File: src/pgfa_pkg.sv
// ----------------------------------------------------------------------------
// pgfa_pkg
// Types, constants and codes shared by the partition gap fit allocator.
// ----------------------------------------------------------------------------
`default_nettype none

package pgfa_pkg;

  // Table geometry.
  localparam int SLOTS  = 4;
  localparam int SLOT_W = (SLOTS > 1) ? $clog2(SLOTS) : 1;

  // Fixed field widths.
  localparam int ADDR_W    = 31;
  localparam int CURSOR_W  = ADDR_W + 1;
  localparam int GAP_NUM_W = 3;
  localparam int KEY_W     = ADDR_W + SLOT_W;

  // Operation codes carried in the input tuser.
  localparam logic OP_LOAD  = 1'b0;
  localparam logic OP_PLACE = 1'b1;

  // Fit modes.
  localparam logic [1:0] FIT_FIRST = 2'd0;
  localparam logic [1:0] FIT_BEST  = 2'd1;
  localparam logic [1:0] FIT_WORST = 2'd2;

  // Configuration register indexes.
  localparam logic [1:0] REG_DISK_SIZE    = 2'd0;
  localparam logic [1:0] REG_FIT_MODE     = 2'd1;
  localparam logic [1:0] REG_FIRST_USABLE = 2'd2;

  // Reset value of the first usable byte.
  localparam logic [ADDR_W-1:0] FIRST_USABLE_RESET = 31'd128;

  typedef struct packed {
    logic [ADDR_W-1:0] disk_size;
    logic [1:0]        fit_mode;
    logic [ADDR_W-1:0] first_usable;
  } cfg_t;

  typedef struct packed {
    logic              used;
    logic [ADDR_W-1:0] start;
    logic [ADDR_W-1:0] length;
  } slot_t;

  typedef struct packed {
    logic                 status;
    logic [ADDR_W-1:0]    gap_start;
    logic [ADDR_W-1:0]    gap_size;
    logic [GAP_NUM_W-1:0] gap_number;
  } result_t;

  typedef struct packed {
    logic idle;
    logic done;
  } eng_stat_t;

endpackage

`default_nettype wire

File: src/pgfa_table.sv
// ----------------------------------------------------------------------------
// pgfa_table
// Partition slot table: one write port for load items, one read port for
// the scan of the placement engine.
// ----------------------------------------------------------------------------
`default_nettype none

module pgfa_table (
  input  wire logic                      clk,
  input  wire logic                      rst,
  input  wire logic                      wr_en,
  input  wire logic [1:0]                wr_slot,
  input  wire pgfa_pkg::slot_t           wr_data,
  input  wire logic [pgfa_pkg::SLOT_W-1:0] rd_idx,
  output pgfa_pkg::slot_t                rd_data
);

  logic [pgfa_pkg::SLOTS-1:0]        used;
  logic [pgfa_pkg::ADDR_W-1:0]       start  [pgfa_pkg::SLOTS];
  logic [pgfa_pkg::ADDR_W-1:0]       length [pgfa_pkg::SLOTS];
  logic                              in_range;
  logic [pgfa_pkg::SLOT_W-1:0]       wr_idx;

  // Slot numbers past the table are dropped.
  assign in_range = (32'(wr_slot) < pgfa_pkg::SLOTS);
  assign wr_idx   = pgfa_pkg::SLOT_W'(wr_slot);

  // Used flags are cleared by reset; start and length only matter when used.
  always_ff @(posedge clk) begin
    if (rst) begin
      used <= '0;
    end else if (wr_en && in_range) begin
      used[wr_idx] <= wr_data.used;
    end
  end

  always_ff @(posedge clk) begin
    if (wr_en && in_range) begin
      start[wr_idx]  <= wr_data.start;
      length[wr_idx] <= wr_data.length;
    end
  end

  assign rd_data.used   = used[rd_idx];
  assign rd_data.start  = start[rd_idx];
  assign rd_data.length = length[rd_idx];

endmodule

`default_nettype wire

File: src/pgfa_engine.sv
// ----------------------------------------------------------------------------
// pgfa_engine
// Placement sequencer: picks partitions in start order one slot per cycle,
// forms each free gap and runs it through the fit selection.
// ----------------------------------------------------------------------------
`default_nettype none

module pgfa_engine (
  input  wire logic                          clk,
  input  wire logic                          rst,
  input  wire logic                          start_req,
  input  wire logic [pgfa_pkg::ADDR_W-1:0]   req_size,
  input  wire pgfa_pkg::cfg_t                cfg,
  output logic [pgfa_pkg::SLOT_W-1:0]        rd_idx,
  input  wire pgfa_pkg::slot_t               rd_slot,
  input  wire logic                          res_take,
  output pgfa_pkg::eng_stat_t                stat,
  output pgfa_pkg::result_t                  res
);

  localparam logic [2:0] S_IDLE  = 3'd0;
  localparam logic [2:0] S_SCAN  = 3'd1;
  localparam logic [2:0] S_STEP  = 3'd2;
  localparam logic [2:0] S_FINAL = 3'd3;
  localparam logic [2:0] S_FIT   = 3'd4;
  localparam logic [2:0] S_DONE  = 3'd5;

  localparam logic [pgfa_pkg::SLOT_W-1:0] LAST_IDX = pgfa_pkg::SLOT_W'(pgfa_pkg::SLOTS - 1);

  logic [2:0]                          state;
  logic [pgfa_pkg::SLOT_W-1:0]         idx;
  logic [pgfa_pkg::ADDR_W-1:0]         req;
  logic [pgfa_pkg::CURSOR_W-1:0]       cursor;
  logic                                have_prev;
  logic [pgfa_pkg::KEY_W-1:0]          prev_key;
  logic                                best_found;
  logic [pgfa_pkg::KEY_W-1:0]          best_key;
  logic [pgfa_pkg::ADDR_W-1:0]         best_len;
  logic                                gap_ok;
  logic                                last_gap;
  logic [pgfa_pkg::ADDR_W-1:0]         gap_start;
  logic [pgfa_pkg::ADDR_W-1:0]         gap_size;
  logic [pgfa_pkg::GAP_NUM_W-1:0]      gap_cnt;
  logic                                found;
  logic [pgfa_pkg::ADDR_W-1:0]         pick_start;
  logic [pgfa_pkg::ADDR_W-1:0]         pick_size;
  logic [pgfa_pkg::GAP_NUM_W-1:0]      pick_num;

  logic [pgfa_pkg::KEY_W-1:0]          cand_key;
  logic                                cand_hit;
  logic [pgfa_pkg::ADDR_W-1:0]         best_start;
  logic                                gap_fits;
  logic                                take_gap;

  // Scan compare: the next partition is the smallest (start, slot) key above
  // the one placed last, so equal starts go in slot order.
  assign cand_key   = {rd_slot.start, idx};
  assign cand_hit   = rd_slot.used
                    && (!have_prev || (cand_key > prev_key))
                    && (!best_found || (cand_key < best_key));
  assign best_start = best_key[pgfa_pkg::KEY_W-1:pgfa_pkg::SLOT_W];
  assign rd_idx     = idx;

  // Fit selection for the gap held in the gap registers.
  assign gap_fits = gap_ok && (gap_size >= req);
  always_comb begin
    take_gap = 1'b0;
    if (gap_fits) begin
      if (!found) begin
        take_gap = 1'b1;
      end else if (cfg.fit_mode == pgfa_pkg::FIT_BEST) begin
        take_gap = (gap_size < pick_size);
      end else if (cfg.fit_mode == pgfa_pkg::FIT_WORST) begin
        take_gap = (gap_size > pick_size);
      end
    end
  end

  // Sequencer and its datapath registers.
  always_ff @(posedge clk) begin
    if (rst) begin
      state      <= S_IDLE;
      have_prev  <= 1'b0;
      best_found <= 1'b0;
      found      <= 1'b0;
    end else begin
      case (state)
        S_IDLE: begin
          if (start_req) begin
            state      <= S_SCAN;
            idx        <= '0;
            req        <= req_size;
            cursor     <= {1'b0, cfg.first_usable};
            have_prev  <= 1'b0;
            best_found <= 1'b0;
            found      <= 1'b0;
            gap_cnt    <= '0;
          end
        end
        S_SCAN: begin
          if (cand_hit) begin
            best_found <= 1'b1;
            best_key   <= cand_key;
            best_len   <= rd_slot.length;
          end
          idx <= idx + 1'b1;
          if (idx == LAST_IDX) begin
            state <= S_STEP;
          end
        end
        S_STEP: begin
          if (best_found) begin
            gap_ok    <= ({1'b0, best_start} > cursor);
            gap_start <= cursor[pgfa_pkg::ADDR_W-1:0];
            gap_size  <= best_start - cursor[pgfa_pkg::ADDR_W-1:0];
            cursor    <= {1'b0, best_start} + {1'b0, best_len};
            prev_key  <= best_key;
            have_prev <= 1'b1;
            last_gap  <= 1'b0;
            state     <= S_FIT;
          end else begin
            state <= S_FINAL;
          end
        end
        S_FINAL: begin
          // Closing gap from the cursor up to the disk end.
          gap_ok    <= ({1'b0, cfg.disk_size} > cursor);
          gap_start <= cursor[pgfa_pkg::ADDR_W-1:0];
          gap_size  <= cfg.disk_size - cursor[pgfa_pkg::ADDR_W-1:0];
          last_gap  <= 1'b1;
          state     <= S_FIT;
        end
        S_FIT: begin
          if (take_gap) begin
            found      <= 1'b1;
            pick_start <= gap_start;
            pick_size  <= gap_size;
            pick_num   <= gap_cnt;
          end
          if (gap_ok) begin
            gap_cnt <= gap_cnt + 1'b1;
          end
          if (last_gap) begin
            state <= S_DONE;
          end else begin
            state      <= S_SCAN;
            idx        <= '0;
            best_found <= 1'b0;
          end
        end
        S_DONE: begin
          if (res_take) begin
            state <= S_IDLE;
          end
        end
        default: begin
          state <= S_IDLE;
        end
      endcase
    end
  end

  assign stat.idle = (state == S_IDLE);
  assign stat.done = (state == S_DONE);

  // With no fitting gap every field but the status reads zero.
  assign res.status     = !found;
  assign res.gap_start  = found ? pick_start : '0;
  assign res.gap_size   = found ? pick_size : '0;
  assign res.gap_number = found ? pick_num : '0;

endmodule

`default_nettype wire

File: src/partition_gap_fit_allocator_core.sv
// Partition gap fit allocator. Load transfers (tuser 0) write one slot of a
// four-slot partition table and give no result. Place transfers (tuser 1)
// walk the used partitions in start order from the first usable byte,
// collect the free gaps and return the one chosen by first, best or worst
// fit, or a no-space status. The scan reads one table slot per cycle and
// compares its key with the last placed key and the best key so far, once
// for each partition it places. The input side is not ready while a place
// request is worked on and until its result moves into the output register.
// Results sit in an output register, so the next item is accepted while a
// result still waits. Configuration writes are taken in every cycle and are
// meant for times when the block is idle.
// ----------------------------------------------------------------------------
// partition_gap_fit_allocator_core
// Top level: stream ports, configuration registers, slot table, placement
// engine and result register.
// ----------------------------------------------------------------------------
`default_nettype none

module partition_gap_fit_allocator_core (
  input  wire logic        clk,
  input  wire logic        rst,
  // Configuration write channel.
  input  wire logic        cfg_valid,
  output logic             cfg_ready,
  input  wire logic [1:0]  cfg_index,
  input  wire logic [30:0] cfg_data,
  // Input stream.
  input  wire logic        s_tvalid,
  output logic             s_tready,
  // s_tdata, from bit 0: slot[1:0], used[2], part_start[33:3],
  // part_length[64:34], request_size[95:65]
  input  wire logic [95:0] s_tdata,
  // s_tuser: operation[0]
  input  wire logic        s_tuser,
  // Result stream.
  output logic             m_tvalid,
  input  wire logic        m_tready,
  // m_tdata, from bit 0: gap_start[30:0], gap_size[61:31],
  // gap_number[64:62], zero fill[71:65]
  output logic [71:0]      m_tdata,
  // m_tuser: status[0]
  output logic             m_tuser
);

  pgfa_pkg::cfg_t                   cfg;
  pgfa_pkg::slot_t                  wr_data;
  pgfa_pkg::slot_t                  rd_slot;
  pgfa_pkg::eng_stat_t              stat;
  pgfa_pkg::result_t                res;
  pgfa_pkg::result_t                out_res;
  logic [pgfa_pkg::SLOT_W-1:0]      rd_idx;
  logic                             in_xfer;
  logic                             load_en;
  logic                             place_en;
  logic                             out_free;

  // Input transfers.
  assign s_tready = stat.idle;
  assign in_xfer  = s_tvalid && s_tready;
  assign load_en  = in_xfer && (s_tuser == pgfa_pkg::OP_LOAD);
  assign place_en = in_xfer && (s_tuser == pgfa_pkg::OP_PLACE);

  assign wr_data.used   = s_tdata[2];
  assign wr_data.start  = s_tdata[33:3];
  assign wr_data.length = s_tdata[64:34];

  // Configuration registers.
  assign cfg_ready = 1'b1;
  always_ff @(posedge clk) begin
    if (rst) begin
      cfg.disk_size    <= '0;
      cfg.fit_mode     <= pgfa_pkg::FIT_FIRST;
      cfg.first_usable <= pgfa_pkg::FIRST_USABLE_RESET;
    end else if (cfg_valid && cfg_ready) begin
      case (cfg_index)
        pgfa_pkg::REG_DISK_SIZE:    cfg.disk_size    <= cfg_data;
        pgfa_pkg::REG_FIT_MODE:     cfg.fit_mode     <= cfg_data[1:0];
        pgfa_pkg::REG_FIRST_USABLE: cfg.first_usable <= cfg_data;
        default: begin
        end
      endcase
    end
  end

  pgfa_table u_table (
    .clk     (clk),
    .rst     (rst),
    .wr_en   (load_en),
    .wr_slot (s_tdata[1:0]),
    .wr_data (wr_data),
    .rd_idx  (rd_idx),
    .rd_data (rd_slot)
  );

  pgfa_engine u_engine (
    .clk       (clk),
    .rst       (rst),
    .start_req (place_en),
    .req_size  (s_tdata[95:65]),
    .cfg       (cfg),
    .rd_idx    (rd_idx),
    .rd_slot   (rd_slot),
    .res_take  (out_free),
    .stat      (stat),
    .res       (res)
  );

  // Result register: loads when empty or when its transfer completes.
  assign out_free = !m_tvalid || m_tready;
  always_ff @(posedge clk) begin
    if (rst) begin
      m_tvalid <= 1'b0;
    end else if (out_free) begin
      m_tvalid <= stat.done;
    end
  end

  always_ff @(posedge clk) begin
    if (out_free && stat.done) begin
      out_res <= res;
    end
  end

  assign m_tdata = {7'd0, out_res.gap_number, out_res.gap_size, out_res.gap_start};
  assign m_tuser = out_res.status;

endmodule

`default_nettype wire

File: config.mk
export PLATFORM = sky130hd
export DESIGN_NAME = partition_gap_fit_allocator_core
export DESIGN_NICKNAME = d
export VERILOG_FILES = /design/src/pgfa_pkg.sv /design/src/pgfa_table.sv /design/src/pgfa_engine.sv /design/src/partition_gap_fit_allocator_core.sv
export SDC_FILE = /design/constraint.sdc
export NUM_CORES = 1
export LEC_CHECK = 0
export BUFFER_PORTS_ARGS = -buffer_cell sky130_fd_sc_hd__buf_2
export CAP_MARGIN = 10
export CORE_AREA = 3 3 227 229
export DETAILED_ROUTE_END_ITERATION = 10
export DIE_AREA = 0 0 230 232
export PLACE_DENSITY = 0.84
export REMOVE_ABC_BUFFERS = 1
export SETUP_SLACK_MARGIN = 0.4
export SYNTH_ARGS = -nofsm -noshare
export SYNTH_HDL_FRONTEND = slang
export SYNTH_HIERARCHICAL = 1
export SYNTH_SLANG_ARGS = --single-unit
export TNS_END_PERCENT = 100
File: constraint.sdc
create_clock -name clk -period 10.1 [get_ports clk]
set_clock_uncertainty 0.05 [all_clocks]
set_input_delay 0.505 -clock clk [delete_from_list [all_inputs] [get_ports clk]]
set_output_delay 0.505 -clock clk [all_outputs]
set_load 0.05 [all_outputs]
* Yosys cells after proc, flatten, opt, wreduce, memory -nomap -nowiden *
Memories as Yosys holds them, arrays and structs flattened. A register that Yosys moved wholly into a read port is not among the register bits.
Index checks and enable logic that the tools add are counted.

storage, ports and cells
  bits in writable memories = 248
  latch bits = 0
  register bits after elaboration = 404
  memories kept = 2
  bits in read-only memories = 0
  input port bits = 135

memories
  name            words  bits a word  read ports  clocked after memory_dff  wr ports  line              RTL
  u_table.length  4      31           1           1                         1         pgfa_table.sv:20  logic [pgfa_pkg::ADDR_W-1:0] length [pgfa_pkg::SLOTS];
  u_table.start   4      31           1           1                         1         pgfa_table.sv:19  logic [pgfa_pkg::ADDR_W-1:0] start [pgfa_pkg::SLOTS];

operators by class
  multipliers = 0
  divide/modulo/power cells = 0
  magnitude comparators = 10
  reductions and logical operators = 36
  add/subtract/negate cells = 5
  equality and inequality tests = 18
  shift operators = 0
  bitwise operators = 2
  multiplexer cells = 43

operators by type and width
  cell                                                                          count
  31-bit one-hot mux with 2 select lines                                        2
  31-bit by 32-bit > comparator with 1-bit output                               2
  32-bit 2-to-1 mux                                                             2
  32-bit one-hot mux with 2 select lines                                        1
  31-bit 2-to-1 mux                                                             2
  31-bit subtractor                                                             2
  33-bit > comparator                                                           1
  33-bit less-than comparator                                                   1
  31-bit by 31-bit adder with 32-bit output                                     1
  31-bit greater-or-equal comparator                                            1
  31-bit > comparator                                                           1
  31-bit less-than comparator                                                   1
  3-bit AND reduction                                                           8
  3-bit 2-to-1 mux                                                              7
  3-bit one-hot mux with 6 select lines                                         1
  4-bit AND reduction                                                           4
  1-bit 2-to-1 mux                                                              15
  2-bit by 1-bit inequality test with 1-bit output, second input constant       7
  1-bit logical AND                                                             8
  1-bit one-hot mux with 2 select lines                                         4
  2-bit equality test, second input constant                                    3
  3-bit by 2-bit equality test with 1-bit output, second input constant         2
  3-bit equality test, second input constant                                    2
  2-bit by 3-bit less-than comparator with 1-bit output, second input constant  2
  other kinds (21)                                                              34

* Depth between registers and ports, before layout *
Gate-level depths: netlist (run 1).

  depth in word-level cells = 7
  gate-level depth with buffers = 17
  mapped depth without buffers = 16

* Modules after synthesis *
The synthesis (run 1) kept the hierarchy.

modules (own cells, without submodules)
  module                            area each (sq um)  instances  cells an instance
  pgfa_engine                       18037.3            1          1638
  pgfa_table                        9225.1             1          342
  partition_gap_fit_allocator_core  4777.1             1          331

* Worst setup path before layout (run 1) *
OpenSTA, ideal clock, no wires.

  kind = register to register
  start = register u_engine.state[1]
  end = register u_table/used[0] (netlist name)
  path buffers = 1
  setup time = 0.341 ns
  clock period less this slack = 7.443 ns
  stages on the path, launching flop included = 7
  required time = 9.709 ns
  data arrival time = 7.052 ns
  slack = 2.657 ns
  cells stage by stage = dfxtp_1 > clkbuf_1 > nor3_1 > nand2_1 > nor2_1 > nor3b_1 > mux2i_1

between the ends
  word-level cells in the longest chain between the ends = 3

ends and longest elaborated chain
  what                             line                                    RTL
  from (decl)                      pgfa_engine.sv:30                       logic [2:0] state;
  from (signal assigned)           pgfa_engine.sv:82                       state <= S_IDLE;
  from (signal assigned)           pgfa_engine.sv:90                       state <= S_SCAN;
  from (signal assigned)           pgfa_engine.sv:108                      state <= S_STEP;
  3-bit zero test                  pgfa_engine.sv:163                      assign stat.idle = (state == S_IDLE);
  via s_tready                     partition_gap_fit_allocator_core.sv:29  output logic s_tready,
  1-bit logical AND                partition_gap_fit_allocator_core.sv:59  assign in_xfer = s_tvalid && s_tready;
  1-bit logical AND                partition_gap_fit_allocator_core.sv:60  assign load_en = in_xfer && (s_tuser == pgfa_pkg::OP_LOAD);
  via load_en                      partition_gap_fit_allocator_core.sv:53  logic load_en;
  to (signal, indexed assignment)  pgfa_table.sv:33                        used[wr_idx] <= wr_data.used;
  to (decl)                        pgfa_table.sv:18                        logic [pgfa_pkg::SLOTS-1:0] used;

The timed path passes the listed nets, and every way through them passes these cells.
A chain may end at the register's enable or synchronous reset.

* Final worst setup path (run 1) *
  start = register u_engine.idx (netlist bit u_engine/rd_idx[0])
  end = register u_engine/best_len[23] (netlist name), read port of u_table.length (enable)

between the ends
  word-level cells in the longest chain between the ends = 5
  elaborated cells on any way between the ends = 9
  those cells by class = order compare: 2; mux: 2; reduce/logical: 5

ends and longest elaborated chain
  what                                                                                     line                                 RTL
  from (decl)                                                                              pgfa_engine.sv:31                    logic [pgfa_pkg::SLOT_W-1:0] idx;
  from (signal assigned)                                                                   pgfa_engine.sv:106                   idx <= idx + 1'b1;
  33-bit > comparator / 1-bit binary-select mux with 2-bit select (equally long branches)  pgfa_engine.sv:59, pgfa_table.sv:44
  1-bit logical OR / 1-bit 2-to-1 mux (equally long branches)                              pgfa_engine.sv:59, pgfa_table.sv:44
  1-bit logical AND                                                                        pgfa_engine.sv:59                    && (!have_prev || (cand_key > prev_key))
  1-bit logical AND                                                                        pgfa_engine.sv:60                    && (!best_found || (cand_key < best_key));
  3-bit AND reduction (no line)                                                            --
  to (decl)                                                                                pgfa_engine.sv:38                    logic [pgfa_pkg::ADDR_W-1:0] best_len;

Parallel ways exist; a longest one is shown, timed or not. The select of a mux whose other input is x is not followed.

==> key figures, run 1 <==
Status
  • Status: finished, final reports clean

Routing
  • # DRC: 0
  • DRT Pass-1 Iters: 5
  • Remaining antenna violation count after routing: 0
  • Routed wire length: slightly above 70000 um
  • Via/cell ratio: between 5 and 6
  • Avg WL per Cell: 21.5 um
  • DRT iter0 DRCs: 1779
  • Vias after detailed routing: 19700

Synth
  • Post-Syn Area: roughly 32000 um2
  • Avg Cell Area, Syn: 13.9 um2
  • Synth Flop Type: edfxtp_1
  • Synth area leaders: edfxtp_1, ha_1, dfxtp_1, mux4_2, mux2i_1
  • Ys Warns: 6
  • Sequential fraction of the synthesis area: between 60% and 70%
  • Post-synth EDFFs: 608
  • Ys async rst share: 0%
  • Yosys reg bits: slightly below 700
  • Synth unique cells: 87
  • Synth area leader: edfxtp_1
  • Mapped Cells: 2311
  • Share of the synthesized area in the top cell type: 57.0%

CTS
  • Clock Sinks: 683
  • CTS tree: built
  • Max Buffers Root-to-Sink: 3
  • # H-tree levels: 3
  • Worst skew pair latency: 600 ps
  • Clock root buffer master: clkbuf_16
  • Clk pin slew, worst setup/hold paths: 60 ps
  • TritonCTS buffer count: 72
  • Post-CTS Resized: 0
  • Setup Fix Bufs, Post-CTS: 0

STA
  • Tmin final: 5550 ps
  • Fmax: 180 MHz
  • Final Hold Vio Count: 0
  • Rel. slew slack: about 25%
  • Final Cycle Share: a little over half
  • RSZ-0062 raised after global routing: false
  • Slew @ Worst Pin: 1130 ps
  • Pins Over Slew Limit: 0
  • Total negative slack: 0 ps
  • Fin Hold WS: 32.9 ps
  • Setup violators final: 0

Global routing
  • Largest net degree at the start of global routing: 77
  • Remaining global-route overflow: 0
  • GRT Resource Usage Total: between 20% and 30%
  • Initial antenna violation count: 7
  • First-pass GRT wire length: 109000 um
  • Vias in the first global route: 19800

Setup path
  • Max FO, Critical Path: 44
  • CP startpoint kind: register
  • Setup crit end kind: register
  • Crit path arrival time: ~5700 ps
  • Critical Path RT: 10270 ps
  • Crit Path Class: register to register

Placed design
  • Gpl congestion: 0.912
  • DP HPWL: 49400 um
  • PortBufs: between 200 and 250

Layout
  • Synth-to-Final Area Change: 12.6%
  • Nets: 2934
  • Filler cells: 3253
  • Ratio of cells with drive above 1 in the final layout: 16.4%

Pwr
  • Max VDD drop: 0.162 mV
  • P_leak: about 14 nW
  • Power density cells: 169 nW/um2

Flow run
  • Max-cap violations: 0

Die
  • Die ar.: 53400 um2
  • Rows: 82
  • Initial Util: approximately 64%
  • Core ar.: 49900 um2
  • Die W: between 200 and 250 um
  • Ports: between 200 and 250
  • Chip Height: 232 um

Hold path
  • Worst Hold Class: input port to register
## Yosys cell counts (29+ instances only)
master,number
edfxtp_1,608
nand2_1,121
mux2i_1,74
inv_1,183
o21ai_0,102
nand2b_1,115
a21o_1,50
dfxtp_1,75
xnor2_1,32
and2_1,41
nor2_1,100
nand4_1,34
ha_1,252
mux4_2,60
clkbuf_1,36
a21oi_1,114
nand3_1,29
## flip-flops by register name (all words and copies together) (netlist names), 3 cells and up
register / cells
u_engine/prev_key: 33
u_table/length: 124
u_engine/gap_size: 31
u_table/used: 4
u_engine/cursor: 32
u_engine/best_len: 31
u_engine/gap_start: 31
cfg: 64
u_engine/pick_start: 31
u_table/start: 124
m_tdata: 65
u_engine/best_key: 33
u_engine/pick_num: 3
u_engine/state: 3
u_engine/gap_cnt: 3
u_engine/req: 31
u_engine/pick_size: 31
## kinds of logic (layout without fill, tap and decap cells)
family	after synthesis	count (layout)	synth area share, %
XOR/XNOR	49	49	1.34
AND/OR/NAND/NOR	537	537	8.80
flip-flops	683	683	61.7
buffers and inverters	254	538	3.58
adder cells (fa/ha/maj)	254	254	9.97
AO/OA/AOI/OAI	395	395	7.84
other	2	11	0.0234
multiplexers	137	137	6.78
## metrics by stage
| stage | power (mW) | cell area (um2) | setup slack [ps] | utilization [%] | instances |
|---|---|---|---|---|---|
| CTS | 6.16 | 36100 | 4430 | 72.3 | 3273 |
| floorplan | 3.40 | 31600 | 1740 | - | 2247 |
| global placement | 3.50 | 33700 | 4560 | 67.5 | 3141 |
| detailed placement | 3.52 | 33700 | 4490 | 67.5 | 3141 |
| finish | 6.11 | 36100 | 4550 | 72.3 | 3276 |
| global route | 6.30 | 36100 | 4100 | 72.3 | 3276 |
## repair_timing
| action | in CTS | in global routing |
|---|---|---|
| hold buffers | 2 | 0 |
| hold endpoints to repair | 2 | 0 |
| setup endpoints to repair | 0 | 0 |
## per-layer routing
metal | GRT usage (%) | wire [um] | vias up
li1 | - | - | 9097
met1 | 35.6 | 29300 | 9553
met3 | 4.45 | 4780 | 170
met2 | 43.2 | 33600 | 823
met4 | 10.9 | 2580 | 8
met5 | 0 | 54 | -
## final timing paths
path / start / end / slack, ps / cells past startpoint
max reg2reg: u_engine/rd_idx[0] / u_engine/best_len[23] / 4550 / 14
min: s_tdata[94] / u_engine/req[29] / 30 / 1
max: u_engine/rd_idx[0] / u_engine/best_len[23] / 4550 / 14
min reg2reg: u_engine/gap_start[19] / u_engine/pick_start[19] / 370 / 0
## area by class of cell
class | instances | area [um2] | area share, %
clock inverters | 39 | 420 | 1.17
clock buffers | 91 | 1960 | 5.43
repair buffers | 224 | 1180 | 3.27
multi-input cells | 1380 | 11200 | 31.1
well taps | 672 | 841 | 2.33
flip-flops and latches | 683 | 19800 | 54.8
inverters | 184 | 691 | 1.91
diodes | 3 | 7.51 | 0.0208
## power breakdown
group / switching [mW] / total [mW] / internal, mW
clock: 1.07 / 2.65 / 1.58
combinational: 0.194 / 0.330 / 0.136
sequential: 0.0216 / 3.13 / 3.11
## critical path: stages (launching register included)
cell	delay [ps]
edfxtp_1	370
buf_4	420
buf_4	730
mux4_2	650
ha_1	340
a21oi_1	170
nor2b_1	60
o21ai_0	130
o311ai_0	190
a41oi_1	280
o21a_1	150
o41ai_1	90
a31o_2	280
a21oi_4	550
buf_4	640
## placed cells by master (no fill, tap or decap), types with 8 or more instances in the layout
master     instances
a211oi_1          12
a21o_1            50
a21oi_1          112
and2_1            40
and3_1            11
buf_2            202
buf_4             20
bufinv_16          8
clkbuf_1          14
clkbuf_16         75
clkinv_1          10
clkinv_2          11
conb_1             8
dfxtp_1           75
edfxtp_1         608
ha_1             252
inv_1            183
mux2i_1           74
mux4_2            60
nand2_1          121
nand2b_1         114
nand3_1           29
nand4_1           34
nor2_1            97
nor2b_1           24
nor3_1            16
nor4_1             8
o211ai_1          10
o21a_1            25
o21ai_0          102
o21ai_1           17
xnor2_1           32
xor2_1            17
Power figures use the tool's default switching activity.
==> inputs of run 2 (changes only) <==
CORE_AREA = 3 3 246 248   (was 3 3 227 229)
DIE_AREA = 0 0 249 251   (was 0 0 230 232)
PLACE_DENSITY = 0.76   (was 0.84)
clock period = 4.8 ns   (was 10.1 ns; I/O delays follow)
==> run 2 against run 1 <==
Non-clock buffer count increased by 142. Maximum frequency increased by 34%. Sequential power increased by 110%. Combinational power increased by 140%. Count of clock-buffer cells in the layout increased by 6. Routed wire length increased by 3.5%. Sequential cell count unchanged. Register-to-register slack got worse by 3900 ps. Critical path depth decreased by 2. Die area increased by 17%. Final cell count increased by 7.5%. Largest cell class unchanged.
==> key figures, run 2 (synthesized netlist as in run 1, its figures left out) <==
Pwr
  • Power density cells: 345 nW/um2
  • P_leak: 14.5 nW
  • Internal power: 10.2 mW
  • Max VDD drop: 0.325 mV
  • Seq pwr share: 50.7%
  • Switching Share: 21.1%
  • Clock power frac: 43.2%
  • Sw Pwr: 2.75 mW
  • Logic pwr share: 6.1%

Placed design
  • Placed insts: 3252
  • PortBufs: 202
  • Gpl congestion: between 0.8 and 0.9
  • DP HPWL: 52600 um
  • Dpl ws: 506 ps

Routing
  • DRT Pass-1 Iters: 5
  • DRT iter0 DRCs: 1736
  • Routed wire length: 72800 um
  • Via/cell ratio: 5.65
  • Avg WL per Cell: 20.7 um
  • Remaining antenna violation count after routing: 0
  • Vias after detailed routing: between 15000 and 20000
  • # DRC: 0

CTS
  • Clock Sinks: 683
  • TritonCTS buffer count: 74
  • Clock root buffer master: clkbuf_16
  • CTS tree: built
  • Worst skew pair latency: 620 ps
  • Clk pin slew, worst setup/hold paths: roughly 60 ps
  • # H-tree levels: 3
  • Max Buffers Root-to-Sink: 3

STA
  • Final Cycle Share: 86.3%
  • Final setup margin: ~660 ps
  • Rel. slew slack: 22.6%
  • Setup violators final: 0
  • RSZ-0062 raised after global routing: false
  • Slew @ Worst Pin: roughly 1200 ps
  • Pins Over Slew Limit: 0
  • Fmax: roughly 240 MHz
  • Final Hold Vio Count: 0
  • Total negative slack: 0 ps
  • Tmin final: roughly 4100 ps

Layout
  • Nets: just over 3000
  • Finished Layout Cells: around 3500
  • Area taken by multi-input logic gates: 11200 um2
  • Filler cells: between 4000 and 5000
  • Synth-to-Final Area Change: 17.7%
  • Commonest non-fill, non-tap cell in the layout: edfxtp_1
  • Area occupied by registers: around 20000 um2
  • Ratio of cells with drive above 1 in the final layout: 16.2%
  • Most frequent cells in the layout: edfxtp_1, ha_1, buf_2

Global routing
  • Gr busiest metal: met2
  • Met1 Usage GRT: 31.8%
  • Initial antenna violation count: 2
  • Vias in the first global route: just over 20000
  • Remaining global-route overflow: 0
  • GRT Resource Usage Total: between 20% and 30%
  • M2 GR Usage: 37.7%
  • Largest net degree at the start of global routing: 71
  • First-pass GRT wire length: between 100000 and 150000 um
  • Met3 Usage GRT: 3.35%

Die
  • Ports: 211
  • Chip Height: 251 um
  • Initial Util: 54.6%
  • Rows: between 80 and 90
  • Die ar.: approximately 62000 um2
  • Die W: 249 um
  • Core ar.: 58700 um2

Setup path
  • R2R Path Start: u_engine/rd_idx[0]
  • Critical Path RT: 5080 ps
  • CP startpoint kind: register
  • Crit path arrival time: 4420 ps
  • Critical Path Source: u_engine/rd_idx[0]
  • Setup crit end kind: register
  • Crit Path Class: register to register
  • Max FO, Critical Path: just under 50

Status
  • Status: finished, final reports clean

Hold path
  • Hold wc startpoint: cfg_data[12]
  • Worst Hold Class: input port to register

Flow run
  • Max-cap violations: 0
-- run 2: cell types whose count changed in the layout (fill, tap and decap cells not counted), moves of 2 or more --
cell	before	now
clkbuf_1	14	16
clkinv_8	0	3
buf_12	0	6
clkinv_4	3	0
clkinv_1	10	12
buf_4	20	33
bufinv_16	8	6
clkbuf_8	2	4
clkbuf_16	75	77
dlygate4sd3_1	2	126
clkinvlp_4	4	2
-- run 2: cell type report --
class,instances,share of cell area (%)
Inverter,184,1.83
Sequential cell,683,52.4
Clock inverter,37,1.01
Clock buffer,97,5.42
Tap cell,773,2.57
Multi-Input combinational cell,1380,29.8
Antenna cell,2,0.0133
Timing Repair Buffer,366,6.99
-- run 2: worst max-delay path, cell delays in order, from the launching register on --
cell and delay [ps]:
edfxtp_1 380, buf_12 220, mux4_2 590, ha_1 330, nand4_1 120, o311ai_0 580
a41oi_1 210, o21a_1 240, o41ai_1 420, a31o_2 240, a21oi_4 60, buf_12 160
buf_12 190
-- run 2: repair_timing --
| item | in CTS | in global routing |
|---|---|---|
| setup buffers | 0 | 8 |
| hold endpoints to repair | 341 | 0 |
| gates resized for setup | 0 | 2 |
| setup endpoints to repair | 0 | 53 |
| hold buffers | 126 | 0 |
-- run 2: metrics by stage --
stage / power [mW] / instance area (um2) / utilization, % / hold slack, ps
2_1_floorplan: 7.15 / 31600 / - / 259
3_3_place_gp: 7.39 / 33900 / 57.8 / 352
3_5_place_dp: 7.42 / 33900 / 57.8 / 355
4_1_cts: 13.1 / 37600 / 64.1 / 2.49
5_1_grt: 13.4 / 37700 / 64.2 / 38.9
6_report: 13.0 / 37700 / 64.2 / 33.6
-- run 2: final timing paths --
kind	to	slack, ps	cells past startpoint
worst max-delay path	u_engine/best_len[25]	660	12
worst min-delay path	cfg[45]	30	3
worst max register to register	u_engine/best_len[25]	660	12
worst min register to register	u_engine/pick_start[29]	370	0
-- run 2: metal layers --
layer,share of wire [%],up-vias,wire length (um)
li1,-,9367,-
met1,44,9732,31700
met2,48,660,34800
met3,5.8,124,4220
met4,2.9,0,2130
met5,0,-,0
-- run 2: power by group through the flow --
stage | clock (mW) | sequential [mW] | combinational (mW)
final | 5.61 | 6.59 | 0.790
after global routing | 5.97 | 6.60 | 0.865
after floorplan | 0 | 6.73 | 0.416
after detailed placement | 0 | 6.72 | 0.701
after CTS | 5.72 | 6.59 | 0.787
after global placement | 0 | 6.71 | 0.675
==> inputs of run 3 (changes only) <==
CORE_AREA = 3 3 244 246   (was 3 3 246 248)
DIE_AREA = 0 0 247 249   (was 0 0 249 251)
SYNTH_HIERARCHICAL = not set   (was 1)
==> run 3 against run 2 <==
First-iteration DRC count is 7.1% lower. Sequential share of layout area up 0.71 points. Sequential cell count rose by 2. Total power down 1.3%. Final area decreased by 1.1%. Area after synthesis down 1.4%. Via count is 2.4% higher. Hold slack improved by 17 ps. Sequential power about the same. Count of clock-buffer cells in the layout shrank 8. Routed wire length rose by 1.7%. Critical path type unchanged. Critical endpoint is now u_engine.gap_size[28].
==> key figures, run 3 <==
Routing
  • Via/cell ratio: 5.71
  • Wire length on met1: between 30000 and 40000 um
  • DRT iter0 DRCs: 1613
  • DRT Pass-1 Iters: 6
  • Remaining antenna violation count after routing: 0
  • # DRC: 0
  • DR top layer: met4
  • Met3 wire length: 3750 um
  • Avg WL per Cell: 20.8 um
  • Vias after detailed routing: 20400
  • Routed wire length: between 70000 and 80000 um
  • Routed length on met2: 36400 um

CTS
  • Clock Sinks: 685
  • TritonCTS buffer count: 72
  • # H-tree levels: 3
  • Clk pin slew, worst setup/hold paths: 60 ps
  • Max Buffers Root-to-Sink: 3
  • Worst skew pair latency: 630 ps
  • CTS tree: built
  • Clock root buffer master: clkbuf_16

STA
  • Pins Over Slew Limit: 0
  • Fmax: 241 MHz
  • Setup violators final: 0
  • Final Cycle Share: 86.6%
  • Tmin final: 4160 ps
  • RSZ-0062 raised after global routing: true
  • Final setup margin: 642 ps
  • Slew @ Worst Pin: between 1000 and 1500 ps
  • Rel. slew slack: roughly 24%
  • Final Hold Vio Count: 0

Die
  • Core ar.: 57600 um2
  • Die W: 247 um
  • Rows: 88
  • Chip Height: ~250 um
  • Die ar.: 61500 um2
  • Ports: 211
  • Initial Util: 54.8%

Setup path
  • Crit-path max cell delay: 430 ps
  • Setup crit end kind: register
  • CP startpoint kind: register
  • Crit Path Class: register to register
  • Critical Path RT: approximately 5200 ps
  • Max FO, Critical Path: 10
  • Worst path cell trace: clkinv_1, nand3_1, buf_4, nor2_1, a21oi_1, ha_1, inv_1, fa_1, a211oi_1, o21ai_0, nand2_1, o31ai_1, o211ai_2, nand3b_1, or4_1, nand4_1
  • Crit path arrival time: approximately 4600 ps
  • Crit-path slowest cell: dfxtp_1

Placed design
  • PortBufs: 202
  • DP HPWL: 53200 um
  • Placed insts: approximately 3300
  • Dpl ws: 596 ps
  • Area after DPL: 33600 um2
  • Gpl congestion: ~0.90

Synth
  • Post-Syn Area: 31600 um2
  • Synth Flop Type: edfxtp_1
  • Share of the synthesized area in the top cell type: between 50% and 60%
  • Synth area leader: edfxtp_1
  • Yosys reg bits: 685
  • Ys async rst share: 0%
  • Sequential fraction of the synthesis area: 62.7%
  • Ys Warns: 0
  • Most numerous cell in the Yosys netlist: edfxtp_1
  • Synth unique cells: 74
  • Avg Cell Area, Syn: between 10 and 15 um2
  • Mapped Cells: 2368
  • Synth top cells by count: edfxtp_1, ha_1, nand2_1
  • Post-synth EDFFs: 608
  • Synth area leaders: edfxtp_1, ha_1, dfxtp_1, mux4_2, nand2_1

Pwr
  • P_leak: 14.3 nW
  • Power density cells: 344 nW/um2
  • Max VDD drop: 0.352 mV

Layout
  • Commonest non-fill, non-tap cell in the layout: edfxtp_1
  • Diode count: 0
  • Ratio of cells with drive above 1 in the final layout: 15.4%
  • Most frequent cells in the layout: edfxtp_1, ha_1, nand2_1
  • Nets: 3130
  • Finished Layout Cells: 3563
  • Design Area, Final: 37300 um2
  • Synth-to-Final Area Change: 18.0%
  • Filler cells: 4124

Global routing
  • GRT Resource Usage Total: 24.3%
  • First-pass GRT wire length: 115000 um
  • Initial antenna violation count: 0
  • Remaining global-route overflow: 0
  • Largest net degree at the start of global routing: 71
  • Vias in the first global route: 20600

Flow run
  • Max-cap violations: 0

Hold path
  • Worst Hold Class: input port to register

Status
  • Status: finished, final reports clean
-- run 3: cell count changes in the layout (fill, tap and decap cells not counted), sizes merged, moves of 17 or more --
cell / change
mux2i: -68
nand2b: -105
a21oi: +46
nand2: +127
nor2: +17
a21o: +40
-- run 3: final cells by class --
cell class | count | area (um2) | area share [%]
multi-input cells | 1434 | 10900 | 29.2
inverters | 185 | 698 | 1.87
flip-flops and latches | 685 | 19800 | 53.1
repair buffers | 363 | 2600 | 6.97
clock buffers | 89 | 1920 | 5.15
clock inverters | 42 | 415 | 1.11
well taps | 765 | 957 | 2.57
-- run 3: per-layer routing --
layer	GRT usage (%)	up-vias
met5	0	-
met4	8.64	0
met3	3.41	124
met2	40.6	642
met1	32.6	9977
li1	-	9616
-- run 3: what timing repair did --
item,4_1_cts,5_1_grt
hold endpoints to repair,349,0
endpoints found under the setup margin,0,71
gates resized for setup,0,3
hold buffers,130,0
setup buffers,0,1
-- run 3: where the power goes --
| part | total (mW) | internal, mW | switching, mW |
|---|---|---|---|
| Sequential | 6.59 | 6.55 | 0.0440 |
| Combinational | 0.729 | 0.331 | 0.398 |
| Clock | 5.50 | 3.19 | 2.31 |
-- run 3: logic make-up (layout without fill, tap and decap cells) --
logic type	Yosys count	in the layout	share of synthesized area (%)
other	2	8	0.0238
buffers and inverters	255	679	3.17
XOR/XNOR	42	42	1.16
adder cells (fa/ha/maj)	254	254	10.1
flip-flops	685	685	62.7
AO/OA/AOI/OAI	493	493	9.73
multiplexers	70	70	4.72
AND/OR/NAND/NOR	567	567	8.38
-- run 3: stage by stage --
stage	total power [mW]	setup TNS [ps]	util (%)	hold WS (ps)
after floorplan	7.10	-607060	-	259
after global placement	7.33	0	58.4	352
after detailed placement	7.36	0	58.4	355
after CTS	12.9	0	64.7	15.3
after global routing	13.2	0	64.7	64.7
final	12.8	0	64.7	50.6
-- run 3: worst max-delay path: cells and delay by family (launching register included) --
family,cells,cell delay [ps]
DFF,1,430
buffers and inverters,3,560
and+or+nand+nor,6,1160
adders and majority gates,2,620
AOI/OAI and AO/OA,5,1180
-- run 3: worst paths after layout --
check                         startpoint                      end  slack (ps)  cells after the start
setup / recovery       u_engine.state[2]    u_engine.gap_size[28]         640                     16
setup reg to reg       u_engine.state[2]    u_engine.gap_size[28]         640                     16
hold reg to reg   u_engine.gap_start[23]  u_engine.pick_start[23]         360                      0
hold / removal                 cfg_valid                  cfg[31]          50                      4
